$ cat config.mk
export PLATFORM = sky130hd
export DESIGN_NAME = button_debounce_autorepeat
export DESIGN_NICKNAME = d
export VERILOG_FILES = /design/src/hw/rtl/bdar_pkg.sv /design/src/hw/rtl/bdar_lane.sv /design/src/hw/rtl/button_debounce_autorepeat.sv
export SDC_FILE = /design/constraint.sdc
export NUM_CORES = 1
export LEC_CHECK = 0
export BUFFER_PORTS_ARGS = -buffer_cell sky130_fd_sc_hd__clkbuf_2
export CAP_MARGIN = 25
export CORE_UTILIZATION = 50
export DETAILED_ROUTE_END_ITERATION = 10
export PLACE_DENSITY = 0.69
export SLEW_MARGIN = 40
export SYNTH_ARGS = -nofsm -noshare
export SYNTH_HDL_FRONTEND = slang
export SYNTH_SLANG_ARGS = --single-unit
$ cat constraint.sdc
create_clock -name clock -period 14.6 [get_ports clock]
set_clock_uncertainty 0.05 [all_clocks]
set_input_delay 4.38 -clock clock [delete_from_list [all_inputs] [get_ports clock]]
set_output_delay 4.38 -clock clock [all_outputs]
set_load 0.01 [all_outputs]
$ cat src/hw/rtl/bdar_pkg.sv
// Shared types and constants for the button debounce / auto-repeat block.
// Used by bdar_lane and button_debounce_autorepeat; depends on nothing.
package bdar_pkg;

   localparam int FIELD_W     = 5;   // width of the button mask fields
   localparam int COUNT_W     = 8;   // width of every per-button counter
   localparam int CSR_DATA_W  = 8;   // widest configuration register
   localparam int CSR_INDEX_W = 2;
   localparam int BUTTONS_DEF = 5;

   localparam logic [COUNT_W-1:0] HOLD_MAX = 8'd255;

   // register reset values
   localparam logic [COUNT_W-1:0] DEBOUNCE_RST = 8'd2;
   localparam logic [COUNT_W-1:0] START_RST    = 8'd15;
   localparam logic [COUNT_W-1:0] INTERVAL_RST = 8'd3;
   localparam logic [FIELD_W-1:0] REPEAT_RST   = 5'd15;

   typedef enum logic [CSR_INDEX_W-1:0] {
      CSR_DEBOUNCE_FRAMES    = 2'd0,
      CSR_REPEAT_START       = 2'd1,
      CSR_REPEAT_PERIOD      = 2'd2,
      CSR_REPEAT_ENABLE_MASK = 2'd3
   } csr_index_type;

   // timing settings shared by all lanes, zero debounce and interval counts already forced to one
   typedef struct packed {
      logic [COUNT_W-1:0] need;
      logic [COUNT_W-1:0] start;
      logic [COUNT_W-1:0] step;
   } lane_cfg_type;

endpackage

$ cat src/hw/rtl/bdar_lane.sv
// One button lane: debounce counter, hold counter and repeat phase.
// Depends on bdar_pkg for counter widths and the lane settings struct.
module bdar_lane (
   input  logic                  clock,
   input  logic                  reset,
   input  logic                  advance,
   input  logic                  raw,
   input  logic                  repeat_on,
   input  bdar_pkg::lane_cfg_type cfg,
   output logic                  held,
   output logic                  pulse
);

   logic [bdar_pkg::COUNT_W-1:0] debounce_ff, debounce_in;
   logic [bdar_pkg::COUNT_W-1:0] hold_ff, hold_in;
   logic [bdar_pkg::COUNT_W-1:0] phase_ff, phase_in;
   logic                         held_ff, held_in;
   logic [bdar_pkg::COUNT_W:0]   phase_inc;

   always_comb begin
      if (!raw) begin
         debounce_in = '0;
      end else if (debounce_ff < cfg.need) begin
         debounce_in = debounce_ff + 1'b1;
      end else begin
         debounce_in = debounce_ff;
      end

      held_in = (debounce_in >= cfg.need);

      if (!held_in) begin
         hold_in = '0;
      end else if (hold_ff < bdar_pkg::HOLD_MAX) begin
         hold_in = hold_ff + 1'b1;
      end else begin
         hold_in = hold_ff;
      end

      pulse     = held_in && !held_ff;
      phase_inc = {1'b0, phase_ff} + 1'b1;
      if (held_in && (hold_in >= cfg.start)) begin
         if (repeat_on && (phase_ff == '0)) begin
            pulse = 1'b1;
         end
         // wrap at the interval; a phase left above a shrunk interval drops to zero
         if (phase_inc >= {1'b0, cfg.step}) begin
            phase_in = '0;
         end else begin
            phase_in = phase_inc[bdar_pkg::COUNT_W-1:0];
         end
      end else begin
         phase_in = '0;
      end
   end

   assign held = held_in;

   always_ff @(posedge clock) begin
      if (reset) begin
         debounce_ff <= '0;
         hold_ff     <= '0;
         phase_ff    <= '0;
         held_ff     <= 1'b0;
      end else if (advance) begin
         debounce_ff <= debounce_in;
         hold_ff     <= hold_in;
         phase_ff    <= phase_in;
         held_ff     <= held_in;
      end
   end

endmodule

$ cat src/hw/rtl/button_debounce_autorepeat.sv
// Button debounce and auto-repeat, top level.
// Depends on bdar_pkg and instantiates one bdar_lane per button.
//
// Each accepted req word is one frame tick carrying the raw pressed level of
// up to five buttons; each produces exactly one rsp word with the debounced
// held mask and a pressed mask that pulses on a new press and, for buttons
// enabled in repeat_enable_mask, at repeat start and every repeat period of
// frames after (the period holds after the 255-frame hold counter
// saturates). A word waits in the input register until the output register
// is free or draining, and all lanes update in parallel as it moves on; it
// then sits in the output register until taken. While rsp_stall is low,
// one word per cycle is sustained, since every lane finishes its frame
// as the word advances. A stalled rsp side backs up into req_stall
// only once the input register is also full.
// Debounce or interval settings of zero act as one. Write the csr_ registers
// only while no word is in flight; button lanes past the fifth see no presses.
module button_debounce_autorepeat #(
   parameter int BUTTONS = bdar_pkg::BUTTONS_DEF
) (
   input  logic                               clock,
   input  logic                               reset,
   // configuration
   input  logic                               csr_write_enable,
   input  logic [bdar_pkg::CSR_INDEX_W-1:0]   csr_index,
   input  logic [bdar_pkg::CSR_DATA_W-1:0]    csr_data,
   // frame tick in
   input  logic                               req_valid,
   output logic                               req_stall,
   input  logic [bdar_pkg::FIELD_W-1:0]       req_raw_level_mask,
   // result out
   output logic                               rsp_valid,
   input  logic                               rsp_stall,
   output logic [bdar_pkg::FIELD_W-1:0]       rsp_held_mask,
   output logic [bdar_pkg::FIELD_W-1:0]       rsp_pressed_mask
);

   localparam int FW    = bdar_pkg::FIELD_W;
   localparam int VEC_W = (BUTTONS > FW) ? BUTTONS : FW;

   // configuration registers
   logic [bdar_pkg::COUNT_W-1:0] debounce_ff, start_ff, interval_ff;
   logic [FW-1:0]                repeat_mask_ff;
   bdar_pkg::lane_cfg_type       lane_cfg;

   // input stage
   logic          in_valid_ff, in_valid_in;
   logic [FW-1:0] raw_ff;
   logic          advance;
   logic          req_take;

   // output stage
   logic          out_valid_ff, out_valid_in;
   logic [FW-1:0] held_out_ff, pressed_out_ff;

   logic [VEC_W-1:0] held_vec, pulse_vec;

   always_ff @(posedge clock) begin
      if (reset) begin
         debounce_ff    <= bdar_pkg::DEBOUNCE_RST;
         start_ff       <= bdar_pkg::START_RST;
         interval_ff    <= bdar_pkg::INTERVAL_RST;
         repeat_mask_ff <= bdar_pkg::REPEAT_RST;
      end else if (csr_write_enable) begin
         case (bdar_pkg::csr_index_type'(csr_index))
            bdar_pkg::CSR_DEBOUNCE_FRAMES:    debounce_ff    <= csr_data;
            bdar_pkg::CSR_REPEAT_START:       start_ff       <= csr_data;
            bdar_pkg::CSR_REPEAT_PERIOD:      interval_ff    <= csr_data;
            bdar_pkg::CSR_REPEAT_ENABLE_MASK: repeat_mask_ff <= csr_data[FW-1:0];
            default: ;
         endcase
      end
   end

   // force zero debounce and interval counts to one before they reach the lanes
   always_comb begin
      lane_cfg.need  = (debounce_ff == '0) ? 8'd1 : debounce_ff;
      lane_cfg.start = start_ff;
      lane_cfg.step  = (interval_ff == '0) ? 8'd1 : interval_ff;
   end

   // advance the input stage whenever the output register is free or draining
   assign advance     = in_valid_ff && (!out_valid_ff || !rsp_stall);
   assign req_stall   = in_valid_ff && !advance;
   assign req_take    = req_valid && !req_stall;
   assign in_valid_in = req_take || (in_valid_ff && !advance);
   assign out_valid_in = advance || (out_valid_ff && rsp_stall);

   always_ff @(posedge clock) begin
      if (reset) begin
         in_valid_ff  <= 1'b0;
         out_valid_ff <= 1'b0;
      end else begin
         in_valid_ff  <= in_valid_in;
         out_valid_ff <= out_valid_in;
      end
   end

   always_ff @(posedge clock) begin
      if (req_take) begin
         raw_ff <= req_raw_level_mask;
      end
      if (advance) begin
         held_out_ff    <= held_vec[FW-1:0];
         pressed_out_ff <= pulse_vec[FW-1:0];
      end
   end

   for (genvar i = 0; i < VEC_W; i++) begin : g_lane
      if (i < BUTTONS) begin : g_on
         logic raw_bit, rep_bit;
         if (i < FW) begin : g_field
            assign raw_bit = raw_ff[i];
            assign rep_bit = repeat_mask_ff[i];
         end else begin : g_extra
            assign raw_bit = 1'b0;
            assign rep_bit = 1'b0;
         end
         bdar_lane u_lane (
            .clock     (clock),
            .reset     (reset),
            .advance   (advance),
            .raw       (raw_bit),
            .repeat_on (rep_bit),
            .cfg       (lane_cfg),
            .held      (held_vec[i]),
            .pulse     (pulse_vec[i])
         );
      end else begin : g_off
         assign held_vec[i]  = 1'b0;
         assign pulse_vec[i] = 1'b0;
      end
   end

   assign rsp_valid        = out_valid_ff;
   assign rsp_held_mask    = held_out_ff;
   assign rsp_pressed_mask = pressed_out_ff;

   // a press pulse only ever comes from a held button
   a_pulse_needs_held: assert property (@(posedge clock) disable iff (reset)
      rsp_valid |-> ((rsp_pressed_mask & ~rsp_held_mask) == '0))
      else $error("pressed bit without held bit");

   // a word leaving the input stage lands in the output register
   a_advance_fills: assert property (@(posedge clock) disable iff (reset)
      advance |=> rsp_valid)
      else $error("advanced word lost");

   // back-pressure only with a word parked in the input stage
   a_stall_needs_word: assert property (@(posedge clock) disable iff (reset)
      req_stall |-> (in_valid_ff && out_valid_ff && rsp_stall))
      else $error("req_stall without a blocked word");

endmodule
After elaboration in Yosys (flattened, before gate mapping)
Cells that the tools add are included.
{"block": "totals", "inputBits": 20, "register_bits": 171, "out_inout_bits": 12}
{"block": "classes", "order_cmp": 25, "n_reduce_logical": 43, "n_mux": 42, "addsub": 15, "eq_ne": 3}
{"cell": "two-way mux 8 bit", "n": 32}
{"cell": "adder 8 x 1 -> 8 bit (second input constant)", "n": 10}
{"cell": ">= comparator 8 bit", "n": 10}
{"cell": "zero test 8 bit", "n": 7}
{"cell": "adder 8 x 1 -> 9 bit (second input constant)", "n": 5}
{"cell": ">= comparator 9 x 8 -> 1 bit", "n": 5}
{"cell": "less-than comparator 8 bit", "n": 5}
{"cell": "less-than comparator 8 bit (second input constant)", "n": 5}
{"cell": "logical AND 1 bit", "n": 19}
{"cell": "two-way mux 1 bit", "n": 10}
{"cell": "zero test 1 bit", "n": 9}
{"cell": "AND reduction 2 bit", "n": 4}
{"cell": "equality test 2 bit (second input constant)", "n": 2}
{"cell": "logical OR 1 bit", "n": 3}
{"cell": "equality test 2 x 1 -> 1 bit (second input constant)", "n": 1}
{"cell": "zero test 2 bit", "n": 1}

Longest topological paths before layout
Gate-level depths: netlist of run 1.
{"block": "depth", "depth_word": 10, "depth_mapped": 24, "mapped_depth_nobuf": 22}

Hierarchy
Synthesis of run 1 repeated with hierarchy kept, for this count alone.
{"block": "unflattened", "hier_cells": 1649, "hier_area_um2": 13332.8}
{"mod": "bdar_lane (g_lane[1].g_on.u_lane ...)", "area_per_inst_um2": 2267.2, "n_inst": 2, "cells_per_inst": 295}
{"mod": "bdar_lane (g_lane[3].g_on.u_lane)", "area_per_inst_um2": 2396.0, "n_inst": 1, "cells_per_inst": 307}
{"mod": "bdar_lane (g_lane[4].g_on.u_lane)", "area_per_inst_um2": 2302.2, "n_inst": 1, "cells_per_inst": 299}
{"mod": "bdar_lane (g_lane[0].g_on.u_lane)", "area_per_inst_um2": 2299.7, "n_inst": 1, "cells_per_inst": 299}
{"mod": "button_debounce_autorepeat", "area_per_inst_um2": 1800.5, "n_inst": 1, "cells_per_inst": 154}

Worst setup path after synthesis of run 1
OpenSTA, ideal clock, no wires.
{"block": "synth_timing", "kind": "input port to output port", "from": "input rsp_stall", "to": "output req_stall", "required_ns": 10.170, "t_arrival_ns": 4.586, "n_path_buf": 0, "cell_stages": 1, "setup_slack_ns": 5.584, "path_cell_list": "and3_1"}
{"block": "synth_via", "elab_chain_cells": 5}
{"element": "start, declared", "line_no": "button_debounce_autorepeat.sv:32", "source": "input logic rsp_stall,"}
{"element": "zero test 1 bit", "line_no": "button_debounce_autorepeat.sv:82", "source": "assign advance = in_valid_ff && (!out_valid_ff || !rsp_stall);"}
{"element": "logical OR 1 bit", "line_no": "button_debounce_autorepeat.sv:82"}
{"element": "logical AND 1 bit", "line_no": "button_debounce_autorepeat.sv:82"}
{"element": "zero test 1 bit", "line_no": "button_debounce_autorepeat.sv:83", "source": "assign req_stall = in_valid_ff && !advance;"}
{"element": "logical AND 1 bit", "line_no": "button_debounce_autorepeat.sv:83"}
{"element": "end, declared", "line_no": "button_debounce_autorepeat.sv:28", "source": "output logic req_stall,"}
No other way between the ends.

Worst setup path after layout of run 1
Same ends and word-level chain as after synthesis.

==> flow_summary_export.csv, run 1 <==
group,metric,value,unit
run_status,status,"complete, no violations",
worst_setup_path,cp-startpoint,"rsp_stall",
clock_tree,cts_setup_buffers,0,
hold_path,hp-class,"flop to flop",
floorplan,coreArea,24400,sq um
placed_design,dp.final_hpwl,22400,microns
route,first_pass_iters,5,
clock_tree,cts_resized,0,
worst_setup_path,crit_path_frequent_cell,"clkbuf_2",
sta,finalCritPeriodShare,63.3,%
global_routing,grt-ovfl-total,0,
floorplan,die_h,160,microns
global_routing,grtUsageTotal,25.4,%
sta,fmax,108,MHz
route,vias,11190,
worst_setup_path,path_cells,"clkbuf_2 -> and3_1 -> clkbuf_2",
synth,synthCells,1540,
global_routing,gr-usage-met1,35.8,%
power_and_ir_drop,pwr-share-seq,46.1,%
synth,yosysTopAreaCellShare,25.0,%
sta,rsz0062_at_grt,"no",
clock_tree,cts_buffers,17,
synth,yosysWarnings,0,
worst_setup_path,cp_num_cells,3,
worst_setup_path,timing.reg2reg.setup_slack,8.37,ns
final_layout,nNetsFinal,1742,
worst_setup_path,slowest_delay,0.19,ns
sta,slew-limit-headroom,44.8,%
global_routing,grt_pass1_wl,52800,microns
floorplan,fp.dieArea,25600,sq um
placed_design,gp_congestion,0.855,
global_routing,antenna_found_initial,0,
clock_tree,h-tree-depth,4,
synth,synthArstFlopShare,0,%
synth,synth-edff-count,15,
worst_setup_path,cp-start-kind,"primary input",
synth,synth-seq-cells,171,
clock_tree,clk_pin_slew,0.07,ns
route,wl_per_cell,16.9,microns
worst_setup_path,rr_worst_depth,22,
route,drc,0,
final_layout,diodes,0,
placed_design,io_buffers,31,
final_layout,syn2layout_area_growth,8.52,%
final_layout,layout-drive-gt1-share,6.35,%
worst_setup_path,arrival,4.81,ns
clock_tree,cts_buffer_depth,2,
global_routing,grt_pass1_vias,10481,
run,maxCapViolations,0,
synth,synth_area_leaders,"dfxtp_1, ha_1, nand2_1, a21oi_1, edfxtp_1",
synth,syn_nets,1735,
worst_setup_path,end_kind,"output pin",
sta,holdWs,0.406,ns
worst_setup_path,crit_fanout,3,
clock_tree,cts-root-buf,"clkbuf_16",
worst_setup_path,slowest_stage,"and3_1",
clock_tree,clk_latency,0.44,ns
power_and_ir_drop,p_comb_share,10.4,%
floorplan,io_pins,32,
route,drtAntennaViolNets,0,
synth,synth_cell_types,68,
worst_setup_path,reg2reg_to,"g_lane[4].g_on.u_lane.phase_ff[6]",
power_and_ir_drop,finalPower,1.06,mW
sta,final.setup.tns,0,ns
clock_tree,cts_sinks,171,
global_routing,busiest_layer,"met2",
placed_design,post-place-ws,5.36,ns
clock_tree,cts_hold_buffers,0,
power_and_ir_drop,switching_power,296,uW
route,drt_wl_total,31900,microns
synth,synth_area_per_cell,8.11,sq um
floorplan,std_cell_rows,57,
synth,syn-cell-area,12500,sq um
worst_setup_path,crit_end,"req_stall",
floorplan,fp.dieW,160,microns
synth,synth_seq_area_share,28.6,%
sta,worstMarginPinSlew,0.828,ns
power_and_ir_drop,p_leak,5.45,nW
worst_setup_path,crit_family,"buffers and inverters",
synth,synth_area_leader_cell,"dfxtp_1",
worst_setup_path,path_class,"primary input to output pin",
sta,hold_violations,0,
worst_setup_path,required,10.17,ns
global_routing,grt_max_degree,77,
clock_tree,cts_tree,"built",
sta,post-route-min-period,9.24,ns
power_and_ir_drop,p_int,767,uW
worst_setup_path,r2r-start,"debounce_ff[2]",
sta,finalSetupViolations,0,
sta,layout_setup_ws,5.36,ns
global_routing,grtUsageMet2,39.9,%
global_routing,met3_usage,3.97,%
floorplan,initial_core_util,51.2,%
power_and_ir_drop,switching_share,27.8,%
sta,report.final.slew_viol_count,0,
final_layout,utilization,55.6,%
power_and_ir_drop,power.density,78.4,nW/um^2
route,routed_via_density,5.94,
worst_setup_path,critPathBufInv,2,
power_and_ir_drop,clkPwrFrac,43.6,%
synth,synth_ff_type,"dfxtp_1",
power_and_ir_drop,peakVddDrop,0.0704,mV
route,drt-initial-drc-count,844,
## synth_stat cells (34+ instances only)
master,count
nand2_1,206
ha_1,175
dfxtp_1,156
a21oi_1,109
nor2_1,109
nand3_1,75
o21ai_0,73
inv_1,53
or3_1,51
clkbuf_1,47
and3_1,36
xnor2_1,36
xor2_1,34
## per-stage QoR
step / instances / instance area, sq um
after floorplan: 1540 / 12500
after global placement: 1852 / 12900
after detailed placement: 1852 / 12900
after CTS: 1884 / 13500
after global routing: 1884 / 13600
final: 1884 / 13600
## flip-flops by register name, summed over array words and instances, names as in the netlist
name	flops
g_lane.g_on.u_lane.debounce_ff	40
raw_ff	5
g_lane.g_on.u_lane.phase_ff	40
rsp_held_mask	5
repeat_mask_ff	5
interval_ff	8
in_valid_ff	1
rsp_valid	1
rsp_pressed_mask	5
debounce_ff	8
start_ff	8
g_lane.g_on.u_lane.held_ff	5
g_lane.g_on.u_lane.hold_ff	40
## placed cells by master (no fill, tap or decap), types with 5 or more instances in the layout
cell type	n
nand2_1	206
ha_1	175
dfxtp_1	156
a21oi_1	109
nor2_1	108
nand3_1	75
o21ai_0	73
inv_1	53
or3_1	51
and3_1	36
xnor2_1	36
xor2_1	34
a31oi_1	30
clkbuf_2	30
nand4_1	24
nand2b_1	24
nor3_1	23
mux2i_1	23
nor2b_1	19
nand3b_1	19
a2111oi_0	18
clkbuf_16	18
and2_1	17
edfxtp_1	15
a22o_1	14
o21a_1	13
or4_1	11
buf_4	11
nor4_1	10
or2_2	8
o31ai_1	8
a211oi_1	7
a211o_1	7
a21o_1	7
and4_1	5
o211ai_1	5
a41oi_1	5
## worst register-to-register path, cell delays in order, from the launching register on
cell and delay, ns:
dfxtp_1 0.38, inv_1 0.26, ha_1 0.30, a2111oi_0 0.38
o21ai_0 0.15, o32ai_1 0.13, buf_4 0.23, nand2_1 0.16
or3_1 0.38, a21oi_1 0.17, ha_1 0.28, a2111oi_0 0.37
nand2_1 0.10, a21oi_1 0.66, or2_2 0.35, nor2_1 0.08
ha_1 0.31, a2111oi_0 0.42, nand2_1 0.10, a41oi_1 0.39
nor4_4 0.16, a41oi_1 0.26, a31oi_1 0.05
## cells by family (layout without fill, tap and decap cells)
logic type,after synthesis,after routing,share of synthesized area (%)
DFF,171,171,28.6
adders and majority gates,175,175,17.5
xor gates and xnor gates,70,70,4.91
buffers and inverters,110,130,3.33
muxes,27,27,2.20
AOI/OAI and AO/OA,334,334,17.2
and+or+nand+nor,653,653,26.2
## worst min-delay path by stage
stage,end,slack (ns),cells after the start,from
2_1_floorplan,repeat_mask_ff[3],0.38,2,repeat_mask_ff[3]
3_3_place_gp,interval_ff[7],0.39,2,interval_ff[7]
3_5_place_dp,g_lane[4].g_on.u_lane.held_ff,0.40,2,g_lane[4].g_on.u_lane.held_ff
4_1_cts,g_lane[1].g_on.u_lane.held_ff,0.41,2,g_lane[1].g_on.u_lane.held_ff
5_1_grt,g_lane[1].g_on.u_lane.held_ff,0.44,2,g_lane[1].g_on.u_lane.held_ff
6_report,g_lane[1].g_on.u_lane.held_ff,0.41,2,g_lane[1].g_on.u_lane.held_ff
## final cells by class
type                    instances  area, sq um
clock inverters                13          131
inverters                      57          214
fillers                      2297        10800
multi-input cells            1259         8550
repair buffers                 41          233
clock buffers                  19          454
well taps                     324          405
flip-flops and latches        171         3570
## power by group through the flow
stage | sequential, mW | clock [mW] | combinational (mW)
5_1_grt | 0.490 | 0.489 | 0.122
4_1_cts | 0.489 | 0.468 | 0.109
3_3_place_gp | 0.500 | 0 | 0.106
2_1_floorplan | 0.497 | 0 | 0.0737
6_report | 0.489 | 0.463 | 0.110
3_5_place_dp | 0.500 | 0 | 0.108
## per-layer routing
| metal | share of wire, % | vias to the layer above |
|---|---|---|
| met2 | 44 | 234 |
| met5 | 0 | - |
| met1 | 50 | 5273 |
| met3 | 5.0 | 39 |
| met4 | 1.4 | 0 |
| li1 | - | 5644 |
Note: power is estimated with default switching activity, not from simulation.
==> run 2: changes to the inputs <==
ABC_AREA = 1   (was default)
PLACE_DENSITY = 0.72   (was 0.69)
clock period = 7.94 ns   (was 14.6 ns; I/O delays follow)
==> run 2 against run 1 <==
Compared with the run above:
- sequential cell count did not move
- clock power rose by 84%
- via count rose by 7.2%
- hold slack improved by 0.029 ns
- die area rose by 3.5%
==> flow_summary_export.csv, run 2 <==
group,metric,value,unit
synth,syn_nets,2069,
sta,finalCritPeriodShare,66.2,%
route,drt-initial-drc-count,733,
worst_setup_path,cp-start-kind,"primary input",
worst_setup_path,crit_family,"buffers and inverters",
worst_setup_path,slowest_delay,0.15,ns
floorplan,fp.dieW,163,microns
final_layout,nNetsFinal,2061,
synth,synth_cell_types,42,
global_routing,grt_pass1_wl,52300,microns
floorplan,initial_core_util,51.2,%
route,met2WireLength,14500,microns
sta,fmax,190,MHz
run_status,status,"complete, no violations",
clock_tree,clk_latency,0.44,ns
clock_tree,cts-root-buf,"clkbuf_16",
synth,yosysWarnings,0,
clock_tree,cts_buffer_depth,2,
power_and_ir_drop,p_leak,6.83,nW
clock_tree,cts_hold_buffers,0,
final_layout,register_area,3570,sq um
synth,syn-cell-area,12900,sq um
run,maxCapViolations,0,
sta,worstMarginPinSlew,0.772,ns
floorplan,std_cell_rows,58,
final_layout,multi_input_area,7960,sq um
hold_path,hp-class,"flop to flop",
floorplan,fp.dieArea,26500,sq um
synth,yosysTopAreaCellShare,24.2,%
power_and_ir_drop,switching_share,33.5,%
synth,synthArstFlopShare,0,%
power_and_ir_drop,pwr-share-seq,41.2,%
sta,rsz0062_at_grt,"no",
worst_setup_path,rr_worst_depth,28,
clock_tree,h-tree-depth,4,
route,wl_per_cell,13.9,microns
synth,synth_ff_type,"dfxtp_1",
worst_setup_path,critPathBufInv,2,
route,drt_wl_total,30800,microns
clock_tree,cts_tree,"built",
power_and_ir_drop,peakVddDrop,0.0923,mV
global_routing,grt_pass1_vias,11300,
global_routing,grtUsageTotal,24.2,%
power_and_ir_drop,clkPwrFrac,36.0,%
placed_design,io_buffers,31,
hold_path,worstHoldEndpoint,"repeat_mask_ff[1]",
sta,slew-limit-headroom,48.5,%
final_layout,layout_commonest_cell,"nand2_1",
hold_path,min_from,"repeat_mask_ff[1]",
power_and_ir_drop,switching_power,790,uW
final_layout,layout_common_cells,"nand2_1, inv_1, a21oi_1, ha_1, dfxtp_1",
sta,report.final.slew_viol_count,0,
clock_tree,cts_buffers,17,
synth,synth.most_common_cell,"nand2_1",
route,first_pass_iters,5,
clock_tree,clk_pin_slew,0.07,ns
final_layout,diodes,0,
worst_setup_path,slowest_stage,"clkbuf_2",
final_layout,syn2layout_area_growth,7.10,%
sta,hold_violations,0,
route,routed.top_layer,"met4",
clock_tree,cts_setup_buffers,0,
worst_setup_path,crit_fanout,4,
floorplan,coreArea,25300,sq um
power_and_ir_drop,finalPower,2.36,mW
synth,synth-seq-cells,171,
placed_design,dp.final_hpwl,22100,microns
worst_setup_path,reg2reg_to,"g_lane[2].g_on.u_lane.phase_ff[2]",
power_and_ir_drop,p_comb_share,22.8,%
global_routing,grt-ovfl-total,0,
synth,synth_area_per_cell,6.90,sq um
worst_setup_path,required,5.51,ns
final_layout,fill_cells,2449,
sta,finalSetupViolations,0,
sta,post-route-min-period,5.26,ns
hold_path,hold_path_depth,2,
synth,synth_seq_area_share,27.6,%
placed_design,gp_congestion,0.852,
worst_setup_path,r2r-start,"debounce_ff[7]",
route,drc,0,
route,drtAntennaViolNets,0,
power_and_ir_drop,power.density,170,nW/um^2
final_layout,layout-drive-gt1-share,6.87,%
clock_tree,cts_sinks,171,
floorplan,die_h,163,microns
synth,synthCells,1874,
synth,synth_area_leader_cell,"dfxtp_1",
synth,netlist_top_cells_count,"nand2_1, inv_1, a21oi_1, ha_1, dfxtp_1",
final_layout,largestRegisters,"g_lane.g_on.u_lane.debounce_ff: 40 flops, g_lane.g_on.u_lane.hold_ff: 40 flops, g_lane.g_on.u_lane.phase_ff: 40 flops",
synth,synth_area_leaders,"dfxtp_1, ha_1, nand2_1, inv_1, a21oi_1",
sta,final.setup.tns,0,ns
route,met1_length,14500,microns
floorplan,io_pins,32,
route,routed_via_density,5.43,
global_routing,antenna_found_initial,0,
worst_setup_path,cp-startpoint,"rsp_stall",
worst_setup_path,timing.reg2reg.setup_slack,3.11,ns
clock_tree,cts_resized,0,
worst_setup_path,arrival,2.83,ns
synth,synth-edff-count,15,
route,vias,11991,
worst_setup_path,crit_path_frequent_cell,"clkbuf_2",
route,wl_met3,1330,microns
worst_setup_path,end_kind,"output pin",
worst_setup_path,path_cells,"clkbuf_2 -> nand2_1 -> nor2_1 -> clkbuf_2",
worst_setup_path,path_class,"primary input to output pin",
global_routing,grt_max_degree,111,
power_and_ir_drop,p_int,1.57,mW
[run 2: cell count changes after synthesis, sizes merged, moves of 19 or more]
cell     previous run  this run
inv                54       297
nand2             206       387
a21oi             109       214
nand3              75       146
o21ai              74       140
or3                53         0
and3               36         1
a31oi              30         1
nand4              25        51
nand2b             24         0
mux2i              23         0
xnor2              36        16
a2111oi            19         0
nor2b              19         0
[run 2: area by class of cell]
type | count | share of cell area, %
inverter | 297 | 8.07
sequential | 171 | 25.8
clock inverter | 13 | 0.931
tap | 330 | 2.98
timing repair buffer | 35 | 1.39
clock buffer | 19 | 3.35
multi-input combinational | 1344 | 57.5
[run 2: power groups by stage]
stage | logic [mW] | clock network (mW) | registers, mW
detailed placement | 0.536 | 0 | 0.989
global route | 0.623 | 0.898 | 0.979
CTS | 0.540 | 0.864 | 0.971
global placement | 0.508 | 0 | 0.989
floorplan | 0.412 | 0 | 0.978
finish | 0.539 | 0.850 | 0.971
[run 2: worst max-delay path by stage]
stage / endpoint / slack, ns / depth (start not counted)
after global placement: req_stall / 2.68 / 4
final: req_stall / 2.68 / 4
after floorplan: req_stall / 2.86 / 2
after CTS: req_stall / 2.68 / 4
after global routing: g_lane[0].g_on.u_lane.phase_ff[3] / 2.56 / 28
after detailed placement: req_stall / 2.68 / 4
[run 2: cell families after synthesis]
group | after synthesis | synth area share (%)
AO/OA/AOI/OAI | 380 | 15.7
XOR/XNOR | 39 | 2.64
adder cells (fa/ha/maj) | 175 | 16.9
buffers and inverters | 359 | 11.1
flip-flops | 171 | 27.6
multiplexers | 2 | 0.174
AND/OR/NAND/NOR | 748 | 25.8
[run 2: through the flow]
step	util [%]	cell area [sq um]	setup slack (ns)	hold WS [ns]	instances
floorplan	-	12900	2.86	0.379	1874
global placement	52.3	13200	2.68	0.396	2177
detailed placement	52.5	13300	2.68	0.410	2177
CTS	54.8	13800	2.68	0.428	2209
global route	54.8	13800	2.56	0.457	2209
finish	54.8	13800	2.68	0.435	2209
[run 2: routing by layer]
layer	up-vias	GRT usage, %
li1	6220	-
met5	-	0
met2	235	41.4
met4	0	6.75
met1	5494	31.1
met3	42	4.28
[run 2: tightest hold or removal path, delay by kind of cell, from the launching register on]
kind | cells | cell delay (ns)
and+or+nand+nor | 2 | 0.11
DFF | 1 | 0.35
==> run 3: changes to the inputs <==
PLACE_DENSITY = 0.69   (was 0.72)
clock period = 5.4 ns   (was 7.94 ns; I/O delays follow)
==> run 3 against run 2 <==
Compared with the run above:
- first-iteration DRC count rose by 12%
- register-to-register slack got worse by 2.4 ns
- via count rose by 0.24%
- final cell count barely moved
- critical endpoint is now g_lane[2].g_on.u_lane.phase_ff[4]
- critical path type is now flop to flop
- highest routed layer unchanged
- largest power group unchanged
- clock power rose by 47%
==> flow_summary_export.csv, run 3 (synthesized netlist as in run 2, its figures left out) <==
group,metric,value,unit
sta,slew-limit-headroom,43.4,%
worst_setup_path,rr_worst_depth,29,
clock_tree,cts_sinks,171,
worst_setup_path,timing.reg2reg.setup_slack,0.68,ns
route,met1_length,15000,microns
route,routed.top_layer,"met4",
route,wl_met3,1480,microns
route,first_pass_iters,5,
worst_setup_path,r2r-start,"debounce_ff[7]",
sta,hold_violations,0,
final_layout,syn2layout_area_growth,7.35,%
placed_design,post-place-ws,0.725,ns
final_layout,fin_cells,2211,
clock_tree,cts_setup_buffers,0,
clock_tree,cts_buffer_depth,2,
global_routing,grt_max_degree,197,
clock_tree,cts_resized,0,
final_layout,largestRegisters,"g_lane.g_on.u_lane.debounce_ff: 40 flops, g_lane.g_on.u_lane.hold_ff: 40 flops, g_lane.g_on.u_lane.phase_ff: 40 flops",
route,wl_per_cell,14.1,microns
placed_design,dpl-instance-area,13300,sq um
clock_tree,cts-root-buf,"clkbuf_16",
worst_setup_path,reg2reg_to,"g_lane[2].g_on.u_lane.phase_ff[4]",
final_layout,fin_area,13900,sq um
floorplan,die_h,163,microns
placed_design,dp.final_hpwl,22200,microns
sta,fmax,212,MHz
clock_tree,cts_hold_buffers,0,
sta,finalCritPeriodShare,87.4,%
route,met2WireLength,14100,microns
clock_tree,cts_buffers,17,
sta,rsz0062_at_grt,"no",
global_routing,grt-ovfl-total,0,
floorplan,std_cell_rows,58,
floorplan,fp.dieW,163,microns
final_layout,layout-drive-gt1-share,6.86,%
sta,final.setup.tns,0,ns
worst_setup_path,arrival,5.04,ns
placed_design,gp_congestion,0.869,
sta,report.final.slew_viol_count,0,
sta,holdWs,0.419,ns
route,drt_wl_total,31200,microns
global_routing,grtUsageTotal,24.4,%
route,vias,12020,
hold_path,worstHoldEndpoint,"interval_ff[0]",
hold_path,min_from,"interval_ff[0]",
final_layout,layout_commonest_cell,"nand2_1",
floorplan,fp.dieArea,26500,sq um
clock_tree,clk_latency,0.44,ns
run_status,status,"complete, no violations",
placed_design,io_buffers,31,
floorplan,coreArea,25300,sq um
worst_setup_path,path_class,"flop to flop",
power_and_ir_drop,peakVddDrop,0.218,mV
final_layout,diodes,0,
run,maxCapViolations,0,
floorplan,io_pins,32,
hold_path,hp-class,"flop to flop",
route,drc,0,
worst_setup_path,end_kind,"flop",
sta,worstMarginPinSlew,0.849,ns
placed_design,dp_cells,2179,
clock_tree,cts_tree,"built",
clock_tree,h-tree-depth,4,
worst_setup_path,required,5.72,ns
sta,layout_setup_ws,0.681,ns
sta,post-route-min-period,4.72,ns
route,drtAntennaViolNets,0,
power_and_ir_drop,power.density,251,nW/um^2
sta,finalSetupViolations,0,
global_routing,grt_pass1_vias,11041,
worst_setup_path,slowest_delay,0.35,ns
worst_setup_path,cp-start-kind,"flop",
final_layout,layout_common_cells,"nand2_1, inv_1, a21oi_1, ha_1, dfxtp_1",
clock_tree,clk_pin_slew,0.08,ns
worst_setup_path,slowest_stage,"o2111ai_2",
final_layout,fill_cells,2375,
worst_setup_path,crit_fanout,12,
global_routing,grt_pass1_wl,52600,microns
route,drt-initial-drc-count,820,
hold_path,hold_path_depth,2,
global_routing,antenna_found_initial,0,
final_layout,nNetsFinal,2063,
floorplan,initial_core_util,51.2,%
route,routed_via_density,5.44,
power_and_ir_drop,p_leak,6.84,nW
-- run 3: cell types whose count changed in the layout (fill, tap and decap cells not counted), sizes merged --
cell	delta
clkinv	+4
buf	+2
clkbuf	-2
bufinv	-1
clkinvlp	-1
-- run 3: through the flow --
step | power, mW | util (%)
after detailed placement | 2.25 | 52.6
after floorplan | 2.04 | -
after global routing | 3.68 | 55.0
after global placement | 2.23 | 52.5
final | 3.48 | 55.0
after CTS | 3.50 | 55.0
-- run 3: worst max path at each step --
stage,start,to,slack (ns),cells after the start
after CTS,debounce_ff[7],g_lane[2].g_on.u_lane.phase_ff[4],0.69,29
after detailed placement,debounce_ff[7],g_lane[2].g_on.u_lane.phase_ff[5],0.73,29
after global placement,debounce_ff[7],g_lane[2].g_on.u_lane.phase_ff[7],0.54,27
after global routing,debounce_ff[7],g_lane[2].g_on.u_lane.phase_ff[4],0.12,29
final,debounce_ff[7],g_lane[2].g_on.u_lane.phase_ff[4],0.68,29
after floorplan,debounce_ff[7],rsp_pressed_mask[3],1.56,27
-- run 3: per-layer routing --
metal	global-route usage, %	vias to the layer above
li1	-	6224
met1	32.4	5505
met2	40.1	244
met3	4.02	47
met4	7.56	0
met5	0	-
-- run 3: area by class of cell --
class / instances / area (sq um) / area share [%]
Inverter: 297 / 1120 / 8.05
Clock buffer: 17 / 425 / 3.06
Tap cell: 330 / 413 / 2.97
Timing Repair Buffer: 37 / 225 / 1.62
Clock inverter: 15 / 180 / 1.30
Multi-Input combinational cell: 1344 / 7950 / 57.3
Sequential cell: 171 / 3570 / 25.7
-- run 3: critical path, delay by kind of cell, from the launching register on --
family          cells  cell delay [ns]
flops               1             0.34
simple gates       15             1.79
compound gates      5             0.92
buf+inv             6             0.67
fa+ha+maj           3             0.89
-- run 3: where the power goes --
| group | switching (mW) | total, mW | internal, mW | leakage (nW) |
|---|---|---|---|---|
| Clock | 0.623 | 1.25 | 0.626 | 0.291 |
| Combinational | 0.533 | 0.801 | 0.267 | 5.13 |
| Sequential | 0.0705 | 1.43 | 1.36 | 1.42 |
| Total | 1.23 | 3.48 | 2.25 | 6.84 |
